==> src/design/tolwm_pkg.sv <==
// ----------------------------------------------------------------------------
// tolwm_pkg: shared types and constants of the ticket-ordered lock unit
// Request and result payloads, operation codes, the decoded command that
// passes from the front end to the execution engine, and table sizes.
// ----------------------------------------------------------------------------
package tolwm_pkg;

   localparam int MUTEX_COUNT  = 8;
   localparam int THREAD_SLOTS = 16;

   localparam int OP_W      = 3;
   localparam int MUTEX_W   = 3;
   localparam int THREAD_W  = 4;
   localparam int TICKET_W  = 32;
   localparam int COUNT_W   = 5;
   localparam int COUNT_MAX = 31;
   localparam int FOUND_W   = $clog2(THREAD_SLOTS + 1);

   // Queue depths between the parts; both are powers of two so that the
   // pointers wrap on their own.
   localparam int CQ_DEPTH = 2;
   localparam int CQ_PTR_W = $clog2(CQ_DEPTH);
   localparam int CQ_CNT_W = $clog2(CQ_DEPTH + 1);
   localparam int RQ_DEPTH = 2;
   localparam int RQ_PTR_W = $clog2(RQ_DEPTH);
   localparam int RQ_CNT_W = $clog2(RQ_DEPTH + 1);

   // Operation codes carried in the request.
   localparam logic [OP_W-1:0] OP_TRYLOCK  = 3'd0;
   localparam logic [OP_W-1:0] OP_LOCK     = 3'd1;
   localparam logic [OP_W-1:0] OP_WAIT     = 3'd2;
   localparam logic [OP_W-1:0] OP_UNLOCK   = 3'd3;
   localparam logic [OP_W-1:0] OP_WAKE_ONE = 3'd4;
   localparam logic [OP_W-1:0] OP_WAKE_ALL = 3'd5;

   typedef struct packed {
      logic [OP_W-1:0]     operation;
      logic [MUTEX_W-1:0]  mutex_index;
      logic [THREAD_W-1:0] thread_index;
   } req_type;

   typedef struct packed {
      logic                granted;
      logic                blocked;
      logic                woken_valid;
      logic [THREAD_W-1:0] woken_thread;
      logic                last;
   } rsp_type;

   // What the engine has to do; KIND_NOP answers with one empty result.
   typedef enum logic [2:0] {
      KIND_NOP,
      KIND_TRYLOCK,
      KIND_LOCK,
      KIND_WAIT,
      KIND_UNLOCK,
      KIND_WAKE_ONE,
      KIND_WAKE_ALL
   } cmd_kind_type;

   typedef struct packed {
      cmd_kind_type        kind;
      logic [MUTEX_W-1:0]  mutex_index;
      logic [THREAD_W-1:0] thread_index;
   } cmd_type;

endpackage

==> src/design/tolwm_front.sv <==
// ----------------------------------------------------------------------------
// tolwm_front: request decode and command queue
// Classifies each request into a command and holds it in a two-entry queue
// until the execution engine takes it.
// ----------------------------------------------------------------------------
module tolwm_front import tolwm_pkg::*; (
   input  logic    clock,
   input  logic    reset,
   input  logic    req_push,
   output logic    req_full,
   input  req_type req_data,
   output logic    cmd_valid,
   output cmd_type cmd,
   input  logic    cmd_pop
);

   cmd_type             cq_data_ff [CQ_DEPTH];
   logic [CQ_PTR_W-1:0] cq_wr_ff;
   logic [CQ_PTR_W-1:0] cq_rd_ff;
   logic [CQ_CNT_W-1:0] cq_count_ff;
   logic [CQ_PTR_W-1:0] cq_wr_in;
   logic [CQ_PTR_W-1:0] cq_rd_in;
   logic [CQ_CNT_W-1:0] cq_count_in;

   cmd_type decoded;
   logic    mutex_ok;
   logic    thread_ok;
   logic    accept;
   logic    take;

   always_comb begin
      mutex_ok             = int'(req_data.mutex_index) < MUTEX_COUNT;
      thread_ok            = int'(req_data.thread_index) < THREAD_SLOTS;
      decoded.mutex_index  = req_data.mutex_index;
      decoded.thread_index = req_data.thread_index;
      decoded.kind         = KIND_NOP;
      unique case (req_data.operation)
         OP_TRYLOCK:  decoded.kind = mutex_ok ? KIND_TRYLOCK : KIND_NOP;
         OP_LOCK:     decoded.kind = (mutex_ok && thread_ok) ? KIND_LOCK : KIND_NOP;
         OP_WAIT:     decoded.kind = (mutex_ok && thread_ok) ? KIND_WAIT : KIND_NOP;
         OP_UNLOCK:   decoded.kind = mutex_ok ? KIND_UNLOCK : KIND_NOP;
         OP_WAKE_ONE: decoded.kind = mutex_ok ? KIND_WAKE_ONE : KIND_NOP;
         OP_WAKE_ALL: decoded.kind = mutex_ok ? KIND_WAKE_ALL : KIND_NOP;
         default:     decoded.kind = KIND_NOP;
      endcase
   end

   assign req_full  = cq_count_ff == CQ_CNT_W'(CQ_DEPTH);
   assign cmd_valid = cq_count_ff != '0;
   assign cmd       = cq_data_ff[cq_rd_ff];
   assign accept    = req_push && !req_full;
   assign take      = cmd_pop && cmd_valid;

   always_comb begin
      cq_wr_in    = accept ? cq_wr_ff + CQ_PTR_W'(1) : cq_wr_ff;
      cq_rd_in    = take ? cq_rd_ff + CQ_PTR_W'(1) : cq_rd_ff;
      cq_count_in = cq_count_ff + CQ_CNT_W'(accept) - CQ_CNT_W'(take);
   end

   always_ff @(posedge clock) begin
      if (reset) begin
         cq_wr_ff    <= '0;
         cq_rd_ff    <= '0;
         cq_count_ff <= '0;
      end else begin
         cq_wr_ff    <= cq_wr_in;
         cq_rd_ff    <= cq_rd_in;
         cq_count_ff <= cq_count_in;
      end
   end

   always_ff @(posedge clock) begin
      if (accept) begin
         cq_data_ff[cq_wr_ff] <= decoded;
      end
   end

endmodule

==> src/design/tolwm_back.sv <==
// ----------------------------------------------------------------------------
// tolwm_back: lock table, waiter table and wake scanner
// Carries out one command at a time against the mutex and thread tables,
// scanning the thread slots one per cycle for wake operations unless a full
// result queue holds a wake-all scan; results go to a two-entry output queue.
// ----------------------------------------------------------------------------
module tolwm_back import tolwm_pkg::*; (
   input  logic    clock,
   input  logic    reset,
   input  logic    cmd_valid,
   input  cmd_type cmd,
   output logic    cmd_pop,
   output logic    rsp_empty,
   input  logic    rsp_pop,
   output rsp_type rsp_data
);

   typedef enum logic [2:0] {
      ST_IDLE,
      ST_SCAN_ONE,
      ST_DONE_ONE,
      ST_SCAN_ALL,
      ST_DONE_ALL
   } state_type;

   // Mutex and thread tables.
   logic                lock_held_ff      [MUTEX_COUNT];
   logic [TICKET_W-1:0] next_ticket_ff    [MUTEX_COUNT];
   logic [COUNT_W-1:0]  waiting_count_ff  [MUTEX_COUNT];
   logic                thread_blocked_ff [THREAD_SLOTS];
   logic [MUTEX_W-1:0]  waiter_mutex_ff   [THREAD_SLOTS];
   logic [TICKET_W-1:0] waiter_ticket_ff  [THREAD_SLOTS];

   // Sequencer.
   state_type           state_ff,  state_in;
   logic [MUTEX_W-1:0]  mutex_ff,  mutex_in;
   logic [THREAD_W-1:0] slot_ff,   slot_in;
   logic [FOUND_W-1:0]  found_ff,  found_in;
   logic                have_ff,   have_in;
   logic [TICKET_W-1:0] best_ff,   best_in;
   logic [THREAD_W-1:0] win_ff,    win_in;

   // Result queue.
   rsp_type             rq_data_ff [RQ_DEPTH];
   logic [RQ_PTR_W-1:0] rq_wr_ff;
   logic [RQ_PTR_W-1:0] rq_rd_ff;
   logic [RQ_CNT_W-1:0] rq_count_ff;
   logic                rq_full;
   logic                rq_push;
   rsp_type             rq_push_data;
   logic                rq_take;

   // Table write controls.
   logic                lock_we;
   logic                lock_wd;
   logic                block_we;
   logic                count_we;
   logic [COUNT_W-1:0]  count_wd;
   logic                clear_we;
   logic [THREAD_W-1:0] clear_idx;
   logic                slot_match;
   logic                last_slot;
   logic [TICKET_W-1:0] slot_ticket;

   assign rq_full     = rq_count_ff == RQ_CNT_W'(RQ_DEPTH);
   assign rsp_empty   = rq_count_ff == '0;
   assign rsp_data    = rq_data_ff[rq_rd_ff];
   assign rq_take     = rsp_pop && !rsp_empty;
   assign slot_ticket = waiter_ticket_ff[slot_ff];
   assign slot_match  = thread_blocked_ff[slot_ff] && (waiter_mutex_ff[slot_ff] == mutex_ff);
   assign last_slot   = slot_ff == THREAD_W'(THREAD_SLOTS - 1);

   always_comb begin
      state_in          = state_ff;
      mutex_in          = mutex_ff;
      slot_in           = slot_ff;
      found_in          = found_ff;
      have_in           = have_ff;
      best_in           = best_ff;
      win_in            = win_ff;
      cmd_pop           = 1'b0;
      rq_push           = 1'b0;
      rq_push_data      = '0;
      rq_push_data.last = 1'b1;
      lock_we           = 1'b0;
      lock_wd           = 1'b0;
      block_we          = 1'b0;
      count_we          = 1'b0;
      count_wd          = '0;
      clear_we          = 1'b0;
      clear_idx         = slot_ff;

      unique case (state_ff)
         ST_IDLE: begin
            if (cmd_valid && !rq_full) begin
               cmd_pop  = 1'b1;
               mutex_in = cmd.mutex_index;
               unique case (cmd.kind)
                  KIND_TRYLOCK, KIND_LOCK: begin
                     rq_push = 1'b1;
                     if (!lock_held_ff[cmd.mutex_index]) begin
                        lock_we              = 1'b1;
                        lock_wd              = 1'b1;
                        rq_push_data.granted = 1'b1;
                     end else if (cmd.kind == KIND_LOCK) begin
                        block_we             = 1'b1;
                        rq_push_data.blocked = 1'b1;
                     end
                  end
                  KIND_WAIT: begin
                     block_we             = 1'b1;
                     rq_push              = 1'b1;
                     rq_push_data.blocked = 1'b1;
                  end
                  KIND_UNLOCK, KIND_WAKE_ONE, KIND_WAKE_ALL: begin
                     if (cmd.kind == KIND_UNLOCK) begin
                        lock_we = 1'b1;
                     end
                     if (waiting_count_ff[cmd.mutex_index] == '0) begin
                        rq_push = 1'b1;
                     end else begin
                        slot_in  = '0;
                        found_in = '0;
                        have_in  = 1'b0;
                        state_in = (cmd.kind == KIND_WAKE_ALL) ? ST_SCAN_ALL : ST_SCAN_ONE;
                     end
                  end
                  default: begin
                     rq_push = 1'b1;
                  end
               endcase
            end
         end
         ST_SCAN_ONE: begin
            if (slot_match) begin
               found_in = found_ff + FOUND_W'(1);
               if (!have_ff || slot_ticket < best_ff) begin
                  have_in = 1'b1;
                  best_in = slot_ticket;
                  win_in  = slot_ff;
               end
            end
            if (last_slot) begin
               state_in = ST_DONE_ONE;
            end else begin
               slot_in = slot_ff + THREAD_W'(1);
            end
         end
         ST_DONE_ONE: begin
            if (!rq_full) begin
               count_we = 1'b1;
               count_wd = (int'(found_ff) > COUNT_MAX) ? COUNT_W'(COUNT_MAX)
                                                        : COUNT_W'(found_ff);
               rq_push  = 1'b1;
               if (have_ff) begin
                  clear_we                  = 1'b1;
                  clear_idx                 = win_ff;
                  rq_push_data.woken_valid  = 1'b1;
                  rq_push_data.woken_thread = win_ff;
               end
               state_in = ST_IDLE;
            end
         end
         ST_SCAN_ALL: begin
            // A matching slot releases the previously held waiter, so it must
            // wait for room in the result queue.
            if (!(slot_match && have_ff && rq_full)) begin
               if (slot_match) begin
                  clear_we = 1'b1;
                  if (have_ff) begin
                     rq_push                   = 1'b1;
                     rq_push_data.woken_valid  = 1'b1;
                     rq_push_data.woken_thread = win_ff;
                     rq_push_data.last         = 1'b0;
                  end
                  have_in = 1'b1;
                  win_in  = slot_ff;
               end
               if (last_slot) begin
                  state_in = ST_DONE_ALL;
               end else begin
                  slot_in = slot_ff + THREAD_W'(1);
               end
            end
         end
         ST_DONE_ALL: begin
            if (!rq_full) begin
               count_we = 1'b1;
               rq_push  = 1'b1;
               if (have_ff) begin
                  rq_push_data.woken_valid  = 1'b1;
                  rq_push_data.woken_thread = win_ff;
               end
               state_in = ST_IDLE;
            end
         end
         default: begin
            state_in = ST_IDLE;
         end
      endcase
   end

   always_ff @(posedge clock) begin
      if (reset) begin
         state_ff <= ST_IDLE;
         mutex_ff <= '0;
         slot_ff  <= '0;
         found_ff <= '0;
         have_ff  <= 1'b0;
         win_ff   <= '0;
      end else begin
         state_ff <= state_in;
         mutex_ff <= mutex_in;
         slot_ff  <= slot_in;
         found_ff <= found_in;
         have_ff  <= have_in;
         win_ff   <= win_in;
      end
      best_ff <= best_in;
   end

   always_ff @(posedge clock) begin
      if (reset) begin
         for (int i = 0; i < MUTEX_COUNT; i++) begin
            lock_held_ff[i]     <= 1'b0;
            next_ticket_ff[i]   <= '0;
            waiting_count_ff[i] <= '0;
         end
         for (int i = 0; i < THREAD_SLOTS; i++) begin
            thread_blocked_ff[i] <= 1'b0;
            waiter_mutex_ff[i]   <= '0;
         end
      end else begin
         if (lock_we) begin
            lock_held_ff[cmd.mutex_index] <= lock_wd;
         end
         if (block_we) begin
            thread_blocked_ff[cmd.thread_index] <= 1'b1;
            waiter_mutex_ff[cmd.thread_index]   <= cmd.mutex_index;
            next_ticket_ff[cmd.mutex_index]     <=
               next_ticket_ff[cmd.mutex_index] + TICKET_W'(1);
            if (waiting_count_ff[cmd.mutex_index] < COUNT_W'(COUNT_MAX)) begin
               waiting_count_ff[cmd.mutex_index] <=
                  waiting_count_ff[cmd.mutex_index] + COUNT_W'(1);
            end
         end
         if (count_we) begin
            waiting_count_ff[mutex_ff] <= count_wd;
         end
         if (clear_we) begin
            thread_blocked_ff[clear_idx] <= 1'b0;
            waiter_mutex_ff[clear_idx]   <= '0;
         end
      end
   end

   always_ff @(posedge clock) begin
      if (block_we) begin
         waiter_ticket_ff[cmd.thread_index] <= next_ticket_ff[cmd.mutex_index];
      end
   end

   always_ff @(posedge clock) begin
      if (reset) begin
         rq_wr_ff    <= '0;
         rq_rd_ff    <= '0;
         rq_count_ff <= '0;
      end else begin
         rq_wr_ff    <= rq_push ? rq_wr_ff + RQ_PTR_W'(1) : rq_wr_ff;
         rq_rd_ff    <= rq_take ? rq_rd_ff + RQ_PTR_W'(1) : rq_rd_ff;
         rq_count_ff <= rq_count_ff + RQ_CNT_W'(rq_push) - RQ_CNT_W'(rq_take);
      end
   end

   always_ff @(posedge clock) begin
      if (rq_push) begin
         rq_data_ff[rq_wr_ff] <= rq_push_data;
      end
   end

`ifndef SYNTH
   a_rq_bound: assert property (@(posedge clock) disable iff (reset)
      rq_count_ff <= RQ_CNT_W'(RQ_DEPTH))
      else $error("result queue holds more entries than it has");

   a_pop_idle: assert property (@(posedge clock) disable iff (reset)
      cmd_pop |-> (state_ff == ST_IDLE) && cmd_valid && !rq_full)
      else $error("command taken while the engine was busy");

   a_all_not_last: assert property (@(posedge clock) disable iff (reset)
      (state_ff == ST_SCAN_ALL) && rq_push |-> !rq_push_data.last && !rq_full)
      else $error("wake-all result during the scan marked final");

   a_done_to_idle: assert property (@(posedge clock) disable iff (reset)
      ((state_ff == ST_DONE_ONE) || (state_ff == ST_DONE_ALL)) && !rq_full
      |=> state_ff == ST_IDLE)
      else $error("engine did not return to idle after finishing a wake");

   a_wake_blocked: assert property (@(posedge clock) disable iff (reset)
      clear_we |-> thread_blocked_ff[clear_idx] && (waiter_mutex_ff[clear_idx] == mutex_ff))
      else $error("woke a thread that was not waiting on this mutex");
`endif

endmodule

==> src/design/ticket_ordered_lock_wait_manager.sv <==
// ----------------------------------------------------------------------------
// ticket_ordered_lock_wait_manager: ticket-ordered mutex and wait-queue unit
// Manages eight mutexes and sixteen thread slots; grants, blocks and wakes
// threads in ticket order.
// ----------------------------------------------------------------------------
//
//  Channel    Ports                               Transfer
//  request    req_push, req_full, req_data        push high and full low
//  result     rsp_pop, rsp_empty, rsp_data        pop high and empty low
//
// Trylock, lock and wait are done in the engine's idle state, as are unlock and the
// wake operations when the mutex has no waiters counted.
// Otherwise a wake scans every thread slot, one per cycle unless the result
// queue stalls a wake-all scan, and then finishes in a done state.
// A request is registered in the command queue and in the result queue on its way;
// two requests may queue ahead of the engine and two results after it.
// Reset is synchronous and clears all locks, tickets, counts and waiters.
// A full result queue stalls the engine, and in wake-all it stalls the scan
// at the next waiter found until a result is popped.
//
module ticket_ordered_lock_wait_manager import tolwm_pkg::*; (
   input  logic    clock,
   input  logic    reset,
   input  logic    req_push,
   output logic    req_full,
   input  req_type req_data,
   output logic    rsp_empty,
   input  logic    rsp_pop,
   output rsp_type rsp_data
);

   // Decoded command passed from the front end to the engine.
   logic    cmd_valid;
   cmd_type cmd;
   logic    cmd_pop;

   // The front end classifies each request (invalid operations and indexes
   // become an empty-result command) and buffers it, so requests are taken
   // while the engine is still scanning.
   tolwm_front u_front (
      .clock     (clock),
      .reset     (reset),
      .req_push  (req_push),
      .req_full  (req_full),
      .req_data  (req_data),
      .cmd_valid (cmd_valid),
      .cmd       (cmd),
      .cmd_pop   (cmd_pop)
   );

   // The engine owns all lock and waiter state and produces every result,
   // ending each request with a result that has last set.
   tolwm_back u_back (
      .clock     (clock),
      .reset     (reset),
      .cmd_valid (cmd_valid),
      .cmd       (cmd),
      .cmd_pop   (cmd_pop),
      .rsp_empty (rsp_empty),
      .rsp_pop   (rsp_pop),
      .rsp_data  (rsp_data)
   );

endmodule

==> config.mk <==
export PLATFORM = sky130hd
export DESIGN_NAME = ticket_ordered_lock_wait_manager
export DESIGN_NICKNAME = d
export VERILOG_FILES = /design/src/design/tolwm_pkg.sv /design/src/design/tolwm_front.sv /design/src/design/tolwm_back.sv /design/src/design/ticket_ordered_lock_wait_manager.sv
export SDC_FILE = /design/constraint.sdc
export NUM_CORES = 1
export LEC_CHECK = 0
export ABC_AREA = 1
export BUFFER_PORTS_ARGS = -buffer_cell sky130_fd_sc_hd__buf_4
export CAP_MARGIN = 0
export CORE_UTILIZATION = 49
export DETAILED_ROUTE_END_ITERATION = 10
export GPL_TIMING_DRIVEN = 0
export PLACE_DENSITY_LB_ADDON = 0.3
export SYNTH_ARGS = -nofsm -noshare
export SYNTH_HDL_FRONTEND = slang
export SYNTH_SLANG_ARGS = --single-unit
==> constraint.sdc <==
create_clock -name clock -period 7.6 [get_ports clock]
set_input_delay 0.38 -clock clock [delete_from_list [all_inputs] [get_ports clock]]
set_output_delay 0.38 -clock clock [all_outputs]
set_load 0.03 [all_outputs]
=== After elaboration in Yosys (flattened, before gate mapping) ===
Memory sizes are Yosys's and may differ from the RTL's. A register that Yosys moved wholly into a read port is not among the register bits.
Index checks and enable logic that the tools add are counted.
W data, S select, Z words.

* Register bits after elaboration: 60
* RAM bits: 916
* Bits of input ports: 14
* Output and inout bits: 10
* Logic and storage cells: 235
* Memories kept: 8

{| class="wikitable"
|+ Memories
! name !! depth !! bits a word !! read ports !! clocked after Yosys merged registers in !! wr ports !! RTL line !! RTL
|-
| u_back.waiter_ticket_ff || 16 || 32 || 1 || 1 || 1 || tolwm_back.sv:32 || <nowiki>logic [TICKET_W-1:0] waiter_ticket_ff [THREAD_SLOTS];</nowiki>
|-
| u_back.next_ticket_ff || 8 || 32 || 1 || 0 || 8 || tolwm_back.sv:28 || <nowiki>logic [TICKET_W-1:0] next_ticket_ff [MUTEX_COUNT];</nowiki>
|-
| u_back.waiter_mutex_ff || 16 || 3 || 1 || 1 || 16 || tolwm_back.sv:31 || <nowiki>logic [MUTEX_W-1:0] waiter_mutex_ff [THREAD_SLOTS];</nowiki>
|-
| u_back.waiting_count_ff || 8 || 5 || 1 || 0 || 8 || tolwm_back.sv:29 || <nowiki>logic [COUNT_W-1:0] waiting_count_ff [MUTEX_COUNT];</nowiki>
|-
| u_front.cq_data_ff || 2 || 10 || 1 || 1 || 1 || tolwm_front.sv:17 || <nowiki>cmd_type cq_data_ff [CQ_DEPTH];</nowiki>
|-
| u_back.rq_data_ff || 2 || 8 || 1 || 1 || 1 || tolwm_back.sv:44 || <nowiki>rsp_type rq_data_ff [RQ_DEPTH];</nowiki>
|-
| 2 more memories || n/a || n/a || n/a || n/a || n/a || n/a ||
|}

* Add/subtract/negate cells: 12
* $lt $le $gt $ge: 2
* Equal/unequal tests: 29
* Mux-type cells: 133
* Reduce and logical (&&, ||, !) cells: 38

{| class="wikitable"
|+ Operator list
! kind !! count
|-
| $mux W4 || 22
|-
| $mux W1 || 70
|-
| $mux W5 || 10
|-
| $mux W3 || 13
|-
| $add A32 B1 Y32 const B || 1
|-
| $lt A32 B32 Y1 || 1
|-
| $mux W32 || 1
|-
| $reduce_or A32 Y1 || 1
|-
| $pmux W5 S2 || 2
|-
| $eq A3 B2 Y1 const B || 6
|-
| $eq A3 B3 Y1 const B || 6
|-
| $mux W6 || 3
|-
| $pmux W3 S6 || 1
|-
| $reduce_and A5 Y1 || 3
|-
| $ne A2 B1 Y1 const B || 6
|-
| $pmux W3 S4 || 1
|-
| $pmux W4 S3 || 1
|-
| $add A5 B1 Y5 const B || 2
|-
| $reduce_or A5 Y1 || 2
|-
| $eq A3 B1 Y1 const B || 3
|-
| $reduce_or A3 Y1 || 3
|-
| $ne A2 B2 Y1 const B || 4
|-
| $pmux W4 S2 || 1
|-
| $reduce_and A8 Y1 || 1
|-
| other kinds (24) || 50
|}

=== Longest topological paths before layout ===
* Depth in word-level cells: 12
* Mapped depth: 25
* Gate-level depth less buffers: 22

=== Modules after synthesis ===
From an unflattened synthesis, not the netlist that was laid out.

* Cell total of the unflattened synthesis: 3,444
* Area total of the unflattened synthesis: 41,666.2 um^2

{| class="wikitable"
|+ Modules (own cells, without submodules)
! module !! instances !! cells an instance !! area an instance (um^2) !! seq. area each (um^2)
|-
| tolwm_back || 1 || 3,365 || 40,617.7 || 28,447.3
|-
| tolwm_front || 1 || 79 || 1,048.5 || 700.7
|}

=== Worst setup path after synthesis ===
No wires, ideal clock.

* Path kind: register to register
* Start: register with a tool-made name
* End: register u_back.best_ff[0] (enable)
* Data arrival time: 5.346 ns
* Required time: 7.130 ns
* Setup slack: 1.784 ns
* Stages on the path, launching flop included: 19
* Buffers on the path: 5
* Cells stage by stage: dfxtp_1 -> buf_2 -> buf_1 -> clkbuf_1 -> clkbuf_1 -> clkbuf_1 -> nor2_1 -> o221ai_1 -> o211ai_1 -> nand2_1 -> ha_1 -> a21oi_1 -> nor2_1 -> a211oi_1 -> o221a_2 -> nand2_1 -> nand2_1 -> nand2_1 -> a211oi_1

{| class="wikitable"
|+ RTL lines
! what !! RTL line !! RTL
|-
| end signal: assignment || tolwm_back.sv:219 || <nowiki>best_ff <= best_in;</nowiki>
|-
| end: declaration || tolwm_back.sv:40 || <nowiki>logic [TICKET_W-1:0] best_ff, best_in;</nowiki>
|}

==> metrics <==
Synth Register Bits=982; sequential-to-total area share from yosys stat=around 70%; top_reg_cell synth=edfxtp_1; most common cell after layout, fill and taps aside=edfxtp_1; drt first pass iters=8; PortBufs=22; worst reg2reg path depth=19; total CTS buffers=100; PnR Total Power=18.7 mW; Initial Utilization=around half; Synth top area share=68.0%; Remaining DRCs=0; Max Buffers Root-to-Sink=3; share of layout cells above drive strength 1=slightly above 10%; LEAKAGE=around 16 nW; Netlist cell types=55; FF-to-FF setup slack=roughly 1.1 ns; mapped cell area=41,800 um^2; synth top area cells=edfxtp_1 68%, nor2_1 5.8%, o21ai_0 3.6%, nand2_1 3.6%, a21oi_1 1.8%; crit-path max FO=19; Worst-Skew Late Latency=around 0.67 ns; CORE AREA=84,100 um^2; CP Launch Type=register; largest net degree at the start of global routing=28; 1st-iter DRT viols=approximately 4,500; Total Routing Usage GR=around 29%; Worst R2R End=u_back.best_ff[7]$_DFFE_PP_; DR vias=around 30,000; WP data arrival=~6.9 ns; die area=roughly 87,000 um^2; post-detail-place hpwl=82,400 um; H-tree lvl count=3; n_diodes=0; Boundary Pins=24; Yosys warnings=0; Hold Crit Start=req_data[8]; crit path time final=between 6 and 7 ns; Post-CTS Setup Repair Bufs=0; Post-Syn Instances=between 3,000 and 4,000; unrepaired setup endpoints after global routing=no; max-cap viol count=0; Worst Skew=between 0.015 and 0.02 ns; initial antenna violation count=0; # hold bufs at CTS=8; crit path capture type=register; post_cts resized=0; Post-synth EDFFs=roughly 950; worst slew pin tran=around 1.4 ns; vias in the first global route=roughly 28,000; pre-CTS WS=1.26 ns; clock transition at the registers of the reported paths=~0.060 ns; Worst Slack Setup Final=around 1.1 ns; Final Setup Violations=0; CP required=7.96 ns; nets@finish=approximately 3,700; syn nets=approximately 3,500; pwr/cell area=between 300 and 400 nW/um^2; hold-critical path endpoint=u_front.cq_data_ff[0][7]$_DFFE_PP_; share of flip-flops with an asynchronous set or reset=0%; Hold Path Class=input port to register; ratio of final minimum period to clock period=85.5%; Syn Area/Cell=12.0 um^2; die extent in y=between 200 and 300 um; final core occ=between 50% and 60%; Worst Hold Depth=2; dpl cells=about 4,700; die width=approximately 290 um; first-pass GRT wire length=183,000 um; Peak VDD IR=approximately 0.00026 V; Final ANT Viol Nets=0; Final Hold Fails=0; drt via density=6.19; Synth area leader=edfxtp_1; outcome=completed; Clock Root Buffer=clkbuf_16; most frequent cells in the layout=948 x edfxtp_1, 627 x nor2_1, 395 x nand2_1, 305 x o21ai_0, 171 x inv_1; Area Growth Syn to Fin=12.9%; non-filler cells in the finished layout=~5,000; Slew Viols, Final=0; Placement Rows=between 100 and 150; Slew HR=about 6.1%; Clock Sinks=between 900 and 1,000; GP Congestion=0.911; WL per Instance=roughly 26 um; WS Path Type=register to register; Total Wirelength=roughly 130,000 um; fmax=~150 MHz; gr ovfl total=0; CTS tree=done
flip-flops by register name (all words and copies together) (netlist names), 2 cells and up, named ones only:
| signal | count |
|---|---|
| u_front.cq_data_ff | 20 |
| u_back.lock_held_ff | 8 |
| u_back.rq_data_ff | 16 |
| u_back.next_ticket_ff | 256 |
| u_back.mutex_ff | 3 |
| u_back.waiter_ticket_ff | 512 |
| u_back.thread_blocked_ff | 16 |
| u_back.best_ff | 32 |
| u_front.cq_count_ff | 2 |
| u_back.win_ff | 4 |
| u_back.waiting_count_ff | 40 |
| u_back.slot_ff | 4 |
| u_back.rq_count_ff | 2 |
| u_back.state_ff | 3 |
| u_back.waiter_mutex_ff | 48 |
| u_back.found_ff | 5 |
cell families (layout without fill, tap and decap cells):
family / Yosys count / after routing / share of synthesized area, %
DFF: 982 / 982 / 69.7
AOI/OAI and AO/OA: 778 / 778 / 11.5
adders and majority gates: 40 / 40 / 1.20
xor gates and xnor gates: 20 / 20 / 0.508
buffers and inverters: 383 / 623 / 3.80
and+or+nand+nor: 1276 / 1276 / 13.1
muxes: 9 / 9 / 0.239
critical path, cell delays in order, from the launching register on:
cell,delay [ns]
dfxtp_1,0.44
buf_2,0.29
buf_1,0.49
clkbuf_1,0.48
clkbuf_1,0.67
clkbuf_1,0.59
nor2_1,0.11
o221ai_1,0.24
nand3_1,0.18
nand2_1,0.30
ha_1,0.30
a21oi_1,0.14
nor2_1,0.05
a211oi_1,0.25
o221ai_1,0.15
a21oi_1,0.13
nand2_1,0.34
a211oi_4,0.53
buf_8,0.25
buf_8,0.21
metal layers:
layer  vias to the layer above  part of all wire [%]  GRT usage [%]
li1                      13000                     -              -
met1                     14600                    37           39.2
met2                      2095                    45           45.8
met3                       383                    12           5.63
met4                         0                   4.7           12.8
met5                         -                     0              0
synthesized netlist by cell type, drive strengths merged (6+ instances only):
library cell	number
a211oi	9
a21oi	148
a221oi	22
a22oi	88
and2	9
and3	11
buf	64
clkbuf	123
dfxtp	34
edfxtp	948
ha	40
inv	194
mux2	8
nand2	413
nand3	112
nand3b	14
nand4	35
nor2	663
nor3	11
o211ai	54
o21ai	314
o221ai	84
o22ai	43
or2	7
xnor2	6
xor2	14
power by group:
group / leakage, nW / total, mW / internal (mW) / switching, mW
registers: 9.37 / 6.99 / 6.87 / 0.118
clock network: 1.48 / 4.69 / 2.62 / 2.07
logic: 5.48 / 7.05 / 1.60 / 5.45
layout make-up:
class                      instances  area (um^2)
tap                             1134         1420
buffer                           187          848
multi-input combinational       2123        11300
sequential                       982        29100
clock inverter                    48          350
inverter                         196          741
timing repair buffer              56          778
fill                            6883        36800
clock buffer                     136         2700
how the worst max path moves through the flow:
stage	startpoint	end	slack [ns]	cells past startpoint
2_1_floorplan	register	u_back.best_ff[0]$_DFFE_PP_	1.78	18
3_3_place_gp	register	u_back.best_ff[30]$_DFFE_PP_	-2.47	17
3_5_place_dp	register	u_back.best_ff[31]$_DFFE_PP_	1.26	19
4_1_cts	register	u_back.best_ff[18]$_DFFE_PP_	1.23	21
5_1_grt	register	u_back.best_ff[30]$_DFFE_PP_	0.79	19
6_report	register	u_back.best_ff[7]$_DFFE_PP_	1.10	19
metrics by stage:
stage | hold WS [ns] | cell area (um^2) | TNS (ns)
floorplan | 0.422 | 41800 | 0
global placement | 0.435 | 43400 | -78.93
detailed placement | 0.450 | 44100 | 0
CTS | 0.0274 | 47200 | 0
global route | 0.0349 | 47200 | 0
finish | 0.0412 | 47200 | 0
Power figures use the tool's default switching activity.
